[config.mk]
export PLATFORM = sky130hd
export DESIGN_NAME = radix_integer_to_ascii
export DESIGN_NICKNAME = d
export VERILOG_FILES = /design/src/rtl/ritoa_pkg.sv /design/src/rtl/radix_integer_to_ascii.sv
export SDC_FILE = /design/constraint.sdc
export NUM_CORES = 1
export LEC_CHECK = 0
export BUFFER_PORTS_ARGS = -buffer_cell sky130_fd_sc_hd__buf_2
export CAP_MARGIN = 10
export CORE_UTILIZATION = 36
export DETAILED_ROUTE_END_ITERATION = 10
export PLACE_DENSITY = 0.53
export SKIP_CTS_REPAIR_TIMING = 1
export SLEW_MARGIN = 20
export SYNTH_ARGS = -nofsm -noshare
export SYNTH_HDL_FRONTEND = slang
export SYNTH_SLANG_ARGS = --single-unit
[constraint.sdc]
create_clock -name clk -period 7.29 [get_ports clk]
set_clock_uncertainty 0.2 [all_clocks]
set_input_delay 0.729 -clock clk [delete_from_list [all_inputs] [get_ports clk]]
set_output_delay 0.729 -clock clk [all_outputs]
set_load 0.02 [all_outputs]
[src/rtl/ritoa_pkg.sv]
package ritoa_pkg;

	localparam int VALUE_BITS_DEF = 32;
	localparam int IN_BITS        = 32;
	localparam int FMT_BITS       = 3;
	localparam int CHAR_BITS      = 7;

	localparam logic [FMT_BITS-1:0] FMT_DEC    = 3'd0;
	localparam logic [FMT_BITS-1:0] FMT_BIN    = 3'd1;
	localparam logic [FMT_BITS-1:0] FMT_BIN_UP = 3'd2;
	localparam logic [FMT_BITS-1:0] FMT_OCT    = 3'd3;
	localparam logic [FMT_BITS-1:0] FMT_HEX    = 3'd4;
	localparam logic [FMT_BITS-1:0] FMT_HEX_UP = 3'd5;

	typedef enum logic [1:0] {
		RAD_DEC,
		RAD_BIN,
		RAD_OCT,
		RAD_HEX
	} radix_t;

	localparam logic [CHAR_BITS-1:0] CH_ZERO = 7'h30;
	localparam logic [CHAR_BITS-1:0] CH_NINE = 7'h39;
	localparam logic [CHAR_BITS-1:0] CH_UA   = 7'h41;
	localparam logic [CHAR_BITS-1:0] CH_UB   = 7'h42;
	localparam logic [CHAR_BITS-1:0] CH_UF   = 7'h46;
	localparam logic [CHAR_BITS-1:0] CH_UX   = 7'h58;
	localparam logic [CHAR_BITS-1:0] CH_LA   = 7'h61;
	localparam logic [CHAR_BITS-1:0] CH_LB   = 7'h62;
	localparam logic [CHAR_BITS-1:0] CH_LF   = 7'h66;
	localparam logic [CHAR_BITS-1:0] CH_LX   = 7'h78;

	function automatic int imax(int a, int b);
		return (a > b) ? a : b;
	endfunction

	// decimal digits needed for the largest value of the given width (elaboration only)
	function automatic int dec_digits(int bits);
		longint unsigned m;
		int n;
		m = (64'd1 << bits) - 64'd1;
		n = 0;
		for (int i = 0; i < 20; i++) begin
			if (m != 0) begin
				m = m / 10;
				n++;
			end
		end
		return (n == 0) ? 1 : n;
	endfunction

	function automatic logic [CHAR_BITS-1:0] digit_char(logic [3:0] d, logic upper);
		if (d >= 4'd10)
			return (upper ? CH_UA : CH_LA) + {3'b000, d - 4'd10};
		return CH_ZERO + {3'b000, d};
	endfunction

endpackage

[src/rtl/radix_integer_to_ascii.sv]
// channel | signals                      | word
// --------+------------------------------+--------------------------------------------
// in      | s_tvalid s_tready s_tdata    | s_tdata[31:0] value, s_tuser[2:0] format
//         | s_tuser                      |
// out     | m_tvalid m_tready m_tdata    | m_tdata[6:0] character, m_tlast last
//         | m_tlast                      |
//
// One value is in flight at a time; s_tready is high only while idle.
// Decimal: shift-add-3 conversion, then a leading-zero skip whose last step hands over, then
// the characters, one per cycle while the output register is free. Other radixes go straight
// from the accept to the leading-zero skip.
// Characters leave through one output register; a stall there holds the sequencer.
// Reset clears the sequencer and the output valid; nothing else needs clearing.
module radix_integer_to_ascii #(
	parameter int VALUE_BITS = ritoa_pkg::VALUE_BITS_DEF
) (
	input  logic       clk,
	input  logic       arst_n,
	input  logic       s_tvalid,
	output logic       s_tready,
	input  logic [31:0] s_tdata,  // [31:0] value
	input  logic [2:0] s_tuser,   // [2:0] format
	output logic       m_tvalid,
	input  logic       m_tready,
	output logic [7:0] m_tdata,   // [6:0] character, [7] zero
	output logic       m_tlast    // last
);

	localparam int VB = (VALUE_BITS < ritoa_pkg::IN_BITS) ? VALUE_BITS : ritoa_pkg::IN_BITS;
	localparam int ND = ritoa_pkg::dec_digits(VB);
	localparam int NO = (VB + 2) / 3;
	localparam int NH = (VB + 3) / 4;
	localparam int DW = ritoa_pkg::imax(ritoa_pkg::imax(VB, 3 * NO),
		ritoa_pkg::imax(4 * NH, 4 * ND));
	localparam int CW = $clog2(ritoa_pkg::imax(VB, ND) + 1);

	typedef enum logic [5:0] {
		ST_IDLE  = 6'b000001,
		ST_CONV  = 6'b000010,
		ST_SKIP  = 6'b000100,
		ST_PRE0  = 6'b001000,
		ST_PRE1  = 6'b010000,
		ST_DIGIT = 6'b100000
	} state_t;

	state_t state_q, state_d;
	logic [CW-1:0] cnt_q, cnt_d;
	logic [DW-1:0] dr_q, dr_d;      // digit register, first digit left aligned
	logic [VB-1:0] bin_q, bin_d;    // binary feed for the decimal conversion
	ritoa_pkg::radix_t radix_q, radix_in;
	logic upper_q, upper_in;
	logic pre_q, tag_q, tag_in, pre_in;
	logic [ritoa_pkg::CHAR_BITS-1:0] char_q, emit_char;
	logic last_q, emit_last, emit;
	logic m_tvalid_q;
	logic out_free, accept;
	logic [VB-1:0] val;
	logic [3:0] dig;
	logic [DW-1:0] dr_shift, adj, dab;

	assign val      = s_tdata[VB-1:0];
	assign s_tready = (state_q == ST_IDLE);
	assign accept   = s_tvalid && s_tready;
	assign out_free = !m_tvalid_q || m_tready;
	assign m_tvalid = m_tvalid_q;
	assign m_tdata  = {1'b0, char_q};
	assign m_tlast  = last_q;

	always_comb begin
		radix_in = ritoa_pkg::RAD_DEC;
		upper_in = 1'b0;
		tag_in   = 1'b0;
		unique case (s_tuser) inside
			ritoa_pkg::FMT_BIN, ritoa_pkg::FMT_BIN_UP: begin
				radix_in = ritoa_pkg::RAD_BIN;
				tag_in   = 1'b1;
			end
			ritoa_pkg::FMT_OCT: radix_in = ritoa_pkg::RAD_OCT;
			ritoa_pkg::FMT_HEX, ritoa_pkg::FMT_HEX_UP: begin
				radix_in = ritoa_pkg::RAD_HEX;
				tag_in   = 1'b1;
			end
			default: radix_in = ritoa_pkg::RAD_DEC;
		endcase
		upper_in = (s_tuser == ritoa_pkg::FMT_BIN_UP) || (s_tuser == ritoa_pkg::FMT_HEX_UP);
		// octal gets its lone '0' prefix only for non-zero values
		pre_in   = tag_in || ((radix_in == ritoa_pkg::RAD_OCT) && (|val));
	end

	always_comb begin
		case (radix_q)
			ritoa_pkg::RAD_BIN: begin
				dig      = {3'b000, dr_q[DW-1]};
				dr_shift = dr_q << 1;
			end
			ritoa_pkg::RAD_OCT: begin
				dig      = {1'b0, dr_q[DW-1 -: 3]};
				dr_shift = dr_q << 3;
			end
			default: begin
				dig      = dr_q[DW-1 -: 4];
				dr_shift = dr_q << 4;
			end
		endcase
	end

	// shift-add-3 step; BCD digits sit in the top 4*ND bits
	always_comb begin
		adj = dr_q;
		for (int i = 0; i < ND; i++) begin
			if (adj[DW-1-4*i -: 4] >= 4'd5)
				adj[DW-1-4*i -: 4] = adj[DW-1-4*i -: 4] + 4'd3;
		end
		dab = adj << 1;
		dab[DW-4*ND] = bin_q[VB-1];
	end

	always_comb begin
		state_d   = state_q;
		cnt_d     = cnt_q;
		dr_d      = dr_q;
		bin_d     = bin_q;
		emit      = 1'b0;
		emit_char = ritoa_pkg::CH_ZERO;
		emit_last = 1'b0;
		unique case (state_q)
			ST_IDLE: begin
				if (s_tvalid) begin
					case (radix_in)
						ritoa_pkg::RAD_BIN: begin
							dr_d    = DW'(val) << (DW - VB);
							cnt_d   = CW'(VB);
							state_d = ST_SKIP;
						end
						ritoa_pkg::RAD_OCT: begin
							dr_d    = DW'(val) << (DW - 3 * NO);
							cnt_d   = CW'(NO);
							state_d = ST_SKIP;
						end
						ritoa_pkg::RAD_HEX: begin
							dr_d    = DW'(val) << (DW - 4 * NH);
							cnt_d   = CW'(NH);
							state_d = ST_SKIP;
						end
						default: begin
							dr_d    = '0;
							bin_d   = val;
							cnt_d   = CW'(VB);
							state_d = ST_CONV;
						end
					endcase
				end
			end
			ST_CONV: begin
				dr_d  = dab;
				bin_d = bin_q << 1;
				cnt_d = cnt_q - CW'(1);
				if (cnt_q == CW'(1)) begin
					cnt_d   = CW'(ND);
					state_d = ST_SKIP;
				end
			end
			ST_SKIP: begin
				// drop leading zero digits, keep at least one
				if (dig == 4'd0 && cnt_q > CW'(1)) begin
					dr_d  = dr_shift;
					cnt_d = cnt_q - CW'(1);
				end else begin
					state_d = pre_q ? ST_PRE0 : ST_DIGIT;
				end
			end
			ST_PRE0: begin
				if (out_free) begin
					emit      = 1'b1;
					emit_char = ritoa_pkg::CH_ZERO;
					state_d   = tag_q ? ST_PRE1 : ST_DIGIT;
				end
			end
			ST_PRE1: begin
				if (out_free) begin
					emit = 1'b1;
					if (radix_q == ritoa_pkg::RAD_BIN)
						emit_char = upper_q ? ritoa_pkg::CH_UB : ritoa_pkg::CH_LB;
					else
						emit_char = upper_q ? ritoa_pkg::CH_UX : ritoa_pkg::CH_LX;
					state_d = ST_DIGIT;
				end
			end
			ST_DIGIT: begin
				if (out_free) begin
					emit      = 1'b1;
					emit_char = ritoa_pkg::digit_char(dig, upper_q);
					emit_last = (cnt_q == CW'(1));
					dr_d      = dr_shift;
					cnt_d     = cnt_q - CW'(1);
					if (cnt_q == CW'(1))
						state_d = ST_IDLE;
				end
			end
			default: state_d = ST_IDLE;
		endcase
	end

	always_ff @(posedge clk or negedge arst_n) begin
		if (!arst_n) begin
			state_q    <= ST_IDLE;
			cnt_q      <= '0;
			m_tvalid_q <= 1'b0;
		end else begin
			state_q <= state_d;
			cnt_q   <= cnt_d;
			if (emit)
				m_tvalid_q <= 1'b1;
			else if (m_tready)
				m_tvalid_q <= 1'b0;
		end
	end

	always_ff @(posedge clk) begin
		dr_q  <= dr_d;
		bin_q <= bin_d;
		if (accept) begin
			radix_q <= radix_in;
			upper_q <= upper_in;
			tag_q   <= tag_in;
			pre_q   <= pre_in;
		end
		if (emit) begin
			char_q <= emit_char;
			last_q <= emit_last;
		end
	end

	// one value at a time
	a_one_in_flight: assert property (@(posedge clk) disable iff (!arst_n)
		accept |=> !s_tready)
		else $error("input accepted while a value is in flight");

	a_digit_count: assert property (@(posedge clk) disable iff (!arst_n)
		(state_q == ST_DIGIT || state_q == ST_SKIP) |-> cnt_q != '0)
		else $error("digit counter ran out");

	// the final character is always a digit, never a prefix
	a_last_is_digit: assert property (@(posedge clk) disable iff (!arst_n)
		(m_tvalid && m_tlast) |->
			((m_tdata[6:0] >= ritoa_pkg::CH_ZERO && m_tdata[6:0] <= ritoa_pkg::CH_NINE) ||
			(m_tdata[6:0] >= ritoa_pkg::CH_LA && m_tdata[6:0] <= ritoa_pkg::CH_LF) ||
			(m_tdata[6:0] >= ritoa_pkg::CH_UA && m_tdata[6:0] <= ritoa_pkg::CH_UF)))
		else $error("last word is not a digit");

endmodule
# [After elaboration in Yosys (flattened, before gate mapping)]
# Cells that the tools add are included.
[word_totals] regBits=98
[op_classes] n_addsub=14 n_lt_le_gt_ge=12 eq_ne=26 mux=55 reduce_logical=22
[op_table] cell="40-bit one-hot mux with 2 select lines" count=2
[op_table] cell="40-bit one-hot mux with 4 select lines" count=1
[op_table] cell="40-bit 2-to-1 mux" count=3
[op_table] cell="6-bit 2-to-1 mux" count=17
[op_table] cell="32-bit 2-to-1 mux" count=2
[op_table] cell="32-bit one-hot mux with 2 select lines" count=1
[op_table] cell="4-bit by 3-bit greater-or-equal comparator with 1-bit output, second input constant" count=10
[op_table] cell="4-bit by 2-bit adder with 4-bit output, second input constant" count=9
[op_table] cell="4-bit 2-to-1 mux" count=9
[op_table] cell="6-bit one-hot mux with 6 select lines" count=1
[op_table] cell="32-bit OR reduction" count=1
[op_table] cell="7-bit 2-to-1 mux" count=4
[op_table] cell="6-bit one-hot mux with 4 select lines" count=1
[op_table] cell="2-bit != test, second input constant" count=9
[op_table] cell="7-bit one-hot mux with 2 select lines" count=1
[op_table] cell="6-bit by 1-bit equality test with 1-bit output, second input constant" count=2
[op_table] cell="6-bit one-hot mux with 2 select lines" count=1
[op_table] cell="1-bit 2-to-1 mux" count=8
[op_table] cell="4-bit one-hot mux with 2 select lines" count=1
[op_table] cell="6-bit by 4-bit adder with 7-bit output, first input constant" count=1
[op_table] cell="7-bit by 4-bit adder with 7-bit output" count=1
[op_table] cell="7-bit AND reduction" count=1
[op_table] cell="2-bit equality test, second input constant" count=3
[op_table] cell="3-bit by 2-bit equality test with 1-bit output, second input constant" count=2
[op_table] cell="other kinds (27)" count=38

# [Logic depth before layout (Yosys ltp)]
[depth] depth_word=9 mapped_depth=12 mapped_depth_nobuf=10

# [Least setup slack after synthesis]
# No wires, ideal clock.
[synth_path] path_type="reg-to-reg" from="register state_q[2]" to="register bin_q[0], enable pin" setup_ns=0.466 arrival_time_ns=3.991 path_slack_ns=2.634 path_stages_with_launch=6 n_path_buf=1 cell_sequence="dfrtp_1 buf_2 or3_1 nor3_1 nand2_1 o21ai_0"
[synth_via] elab_chain_cells=3 word_cells_on_any_way=6 cone_classes="eq/ne (4); reduce/logical (2)"
[synth_lines] item="start, declared" line="radix_integer_to_ascii.sv:46" source="state_t state_q, state_d;"
[synth_lines] item="start signal, assigned" line="radix_integer_to_ascii.sv:210" source="state_q <= state_d;"
[synth_lines] item="6-bit by 1-bit equality test with 1-bit output *"
[synth_lines] item="net s_tready" line="radix_integer_to_ascii.sv:20" source="output logic s_tready,"
[synth_lines] item="2-bit != test (no source line) / 2-bit nonzero test (equally long branches)"
[synth_lines] item="3-bit AND reduction (no source line) *"
[synth_lines] item="end signal, assigned" line="radix_integer_to_ascii.sv:221" source="bin_q <= bin_d;"
[synth_lines] item="end, declared" line="radix_integer_to_ascii.sv:49" source="logic [VB-1:0] bin_q, bin_d;"
# Mark *: on every way through the listed nets, which the timed path passes. The rest lies on a longest branch.
# A chain may end at the register's enable or synchronous reset.

# [Worst setup path after layout]
[layout_path] from="register radix_q[1]" to="register dr_q[32], enable pin"
[layout_via] elab_chain_cells=6 word_cells_on_any_way=7 cone_classes="eq/ne (3); mux (1); reduce/logical (3)"
[layout_lines] item="start, declared" line="radix_integer_to_ascii.sv:50" source="ritoa_pkg::radix_t radix_q, radix_in;"
[layout_lines] item="start signal, assigned" line="radix_integer_to_ascii.sv:223" source="radix_q <= radix_in;"
[layout_lines] item="2-bit equality test / 2-bit by 1-bit equality test with 1-bit output (equally long branches)" line="radix_integer_to_ascii.sv:91" source="case (radix_q)"
[layout_lines] item="4-bit one-hot mux with 2 select lines *" line="radix_integer_to_ascii.sv:91"
[layout_lines] item="4-bit zero test *" line="radix_integer_to_ascii.sv:165" source="if (dig == 4'd0 && cnt_q > CW'(1)) begin"
[layout_lines] item="1-bit logical AND *" line="radix_integer_to_ascii.sv:165"
[layout_lines] item="2-bit != test (no source line) *"
[layout_lines] item="4-bit AND reduction (no source line) *"
[layout_lines] item="end signal, assigned" line="radix_integer_to_ascii.sv:220" source="dr_q <= dr_d;"
[layout_lines] item="end, declared" line="radix_integer_to_ascii.sv:48" source="logic [DW-1:0] dr_q, dr_d;"
# Mark *: on every way between the ends. The rest lies on a longest branch, timed or not.

==> flow_metrics.env <==
export IMPL_status="finished, final reports clean"
export IMPL_required_ps=7090
export IMPL_grtUsageTotal_pct=21.3
export IMPL_tns_ps=0
export IMPL_crit_arrival_ps=3050
export IMPL_wl_um=20600
export IMPL_drv_cap=0
export IMPL_finalSetupViolCount=0
export IMPL_ys_dominant_reg_cell="edfxtp_1"
export IMPL_die_area_sq_um=19700
export IMPL_cp_cell_sequence="ha_2, buf_4, a21oi_1, o21bai_2, nand2_2, inv_1, buf_4"
export IMPL_clkLatencyLatePin_ps=360
export IMPL_period_share_pct=44.6
export IMPL_htreeDepth=3
export IMPL_ys_warn_count=0
export IMPL_vias=6082
export IMPL_clkSinkCount=98
export IMPL_num_rows=50
export IMPL_syn_inst=753
export IMPL_cp_end_kind="register"
export IMPL_grt_overflow_total=0
export IMPL_final_antenna_net_count=0
export IMPL_syn_cell_area_sq_um=6880
export IMPL_path_common_cell="buf_4"
export IMPL_max_clock_freq_mhz=308
export IMPL_worst_path_max_delay_cell="buf_4"
export IMPL_rsz0062_at_grt="false"
export IMPL_wl_per_cell_um=20.4
export IMPL_criticalPathCategory="register to register"
export IMPL_port_buffers=48
export IMPL_synthArstFlopShare_pct=13.3
export IMPL_fill_cells=1838
export IMPL_grt_antenna_before_repair=0
export IMPL_cts_root_buf="clkbuf_16"
export IMPL_muxShareOfSynthArea_pct=2.93
export IMPL_maxSlewViolCount=0
export IMPL_ys_types=71
export IMPL_synth_top_family_by_area="compound AO/OA/AOI/OAI gates"
export IMPL_dr_pass1_iters=5
export IMPL_synthXorXnorAreaFrac_pct=1.51
export IMPL_max_clock_path_buffers=2
export IMPL_hpwl_um=13500
export IMPL_cpPeakStageDelay_ps=520
export IMPL_cts_buffers=9
export IMPL_areaGrowthSynthToFinish_pct=9.28
export IMPL_synth_avg_cell_area_sq_um=9.13
export IMPL_worstPathMaxFanout=66
export IMPL_r2r_cells=7
export IMPL_synth_adder_area_share_pct=4.55
export IMPL_ys_ff_latch=98
export IMPL_gp_congestion=0.813
export IMPL_die_y_um=140
export IMPL_ys_seq_area_share_pct=41.9
export IMPL_fin_area_sq_um=7510
export IMPL_drtIter0Drc=578
export IMPL_powerDensity_nw_per_um2=411
export IMPL_grt_pass1_wl_um=32400
export IMPL_io_pins=50
export IMPL_synth_edf_count=85
export IMPL_p_leak_nw=2.91
export IMPL_synth_simple_area_share_pct=17.9
export IMPL_drive_gt1_share_pct=11.9
export IMPL_drc=0
export IMPL_hp_class="primary input to async pin"
export IMPL_viasPerCell=6.04
export IMPL_tritoncts="done"
export IMPL_coreArea_sq_um=18700
export IMPL_tightest_slew_ps=986
export IMPL_die_x_um=140
export IMPL_place_area_sq_um=7250
export IMPL_grt_max_degree=67
export IMPL_initial_core_util_pct=36.8
export IMPL_clk_pin_slew_worst_paths_ps=70
export IMPL_relSlewSlack_pct=33.9
export IMPL_synth_compound_area_share_pct=25.6
export IMPL_rrSetupSlack_ps=4040
export IMPL_grt_pass1_vias=5863
export IMPL_ir_drop_mv=0.160
export IMPL_syn_nets=817
export IMPL_period_minus_slack_ps=3250
export IMPL_antennaDiodeCount=0
export IMPL_fin_nets=832
export IMPL_startpoint_type="register"
export IMPL_finalHoldViolations=0
[kinds of logic (layout without fill, tap and decap cells)]
logic type      Yosys count  after routing
buf+inv                  90            110
other cells               1              1
flops                    98             98
xor+xnor                 11             11
simple gates            259            259
mux                      20             20
fa+ha+maj                25             25
compound gates          249            249
[path summary, 6_finish.rpt]
path,from,end
setup / recovery,radix_q[1]$_DFFE_PP_,dr_q[32]$_DFFE_PP_
hold / removal,arst_n,state_q[2]$_DFFE_PN0P_
setup reg to reg,radix_q[1]$_DFFE_PP_,dr_q[32]$_DFFE_PP_
hold reg to reg,bin_q[26]$_DFFE_PP_,bin_q[27]$_DFFE_PP_
max in group asynchronous,arst_n,state_q[0]$_DFFE_PN1P_
min in group clk,bin_q[26]$_DFFE_PP_,bin_q[27]$_DFFE_PP_
[final cells by class]
class                           instances  area (sq um)  area share (%)
Sequential cell                        98          2880            38.3
Clock buffer                           11           233            3.10
Tap cell                              234           293            3.90
Timing Repair Buffer                   57           308            4.10
Inverter                               37           139            1.85
Clock inverter                          5          31.3           0.416
Multi-Input combinational cell        565          3630            48.3
[worst max-delay path: cells and delay by family, from the launching register on]
| family | cells | cell delay (ps) |
|---|---|---|
| buf+inv | 3 | 1080 |
| simple gates | 1 | 170 |
| flops | 1 | 400 |
| fa+ha+maj | 1 | 330 |
| compound gates | 2 | 650 |
[stage by stage]
stage / instances / util [%] / hold slack [ps] / setup WS (ps) / power, mW
4_1_cts: 1007 / 40.2 / 65.4 / 4080 / 3.08
5_1_grt: 1007 / 40.2 / 78.7 / 3890 / 3.30
2_1_floorplan: 753 / - / 233 / 2630 / 2.21
6_report: 1007 / 40.2 / 66.8 / 4040 / 3.09
3_3_place_gp: 991 / 38.8 / 289 / 4160 / 2.59
3_5_place_dp: 991 / 38.8 / 301 / 4090 / 2.62
[state kept, by name (all words and copies together) (netlist names)]
register / flops
bin_q: 32
char_q: 7
cnt_q: 6
dr_q: 40
m_tlast: 1
m_tvalid: 1
pre_q: 1
radix_q: 2
state_q: 6
tag_q: 1
upper_q: 1
[metal layers]
layer  vias up  track usage (%)  share of wire (%)
met3        39             3.86                6.5
met4         0             8.39                2.3
met2       244             34.8                 47
li1       2860                -                  -
met5         -                0                  0
met1      2939             27.9                 44
[synth_stat cells, types with 5 or more instances]
master / number / area share (%)
nor4_1: 10 / 0.91
dfrtp_1: 12 / 4.4
a22oi_1: 38 / 4.1
a21oi_1: 54 / 3.9
nand2b_1: 17 / 1.5
a211o_1: 16 / 2.0
nand4_1: 5 / 0.45
a221oi_1: 12 / 1.5
o211ai_1: 7 / 0.76
clkbuf_1: 29 / 1.6
a21o_1: 7 / 0.76
buf_4: 5 / 0.55
buf_2: 19 / 1.4
o22ai_1: 8 / 0.73
nor2_1: 49 / 2.7
nor3_1: 10 / 0.73
o21ai_0: 37 / 2.7
o221ai_1: 28 / 3.6
nor3b_1: 13 / 1.4
inv_1: 37 / 2.0
xor2_1: 8 / 1.0
edfxtp_1: 85 / 37
mux2i_1: 19 / 2.8
nand2_1: 126 / 6.9
ha_1: 25 / 4.5
[cell usage in the layout (no fill, tap or decap), types with 4 or more instances in the layout]
cell type	count
nand2_1	126
edfxtp_1	85
a21oi_1	54
nor2_1	49
buf_2	48
a22oi_1	38
inv_1	37
o21ai_0	36
o221ai_1	28
ha_1	24
mux2i_1	19
nand2b_1	17
a211o_1	16
nor3b_1	13
a221oi_1	12
dfrtp_1	12
nor3_1	10
nor4_1	10
clkbuf_16	9
buf_4	9
xor2_1	8
o22ai_1	8
a21o_1	7
o211ai_1	7
nand4_1	5
o21ai_1	4
a32oi_1	4
o2bb2ai_1	4
[report_power, final]
part	leakage [nW]	internal [mW]	switching [mW]
Clock	0.121	0.230	0.219
Combinational	1.83	0.525	0.915
Sequential	0.968	0.926	0.270
No activity file was read; power rests on OpenSTA's default activity.
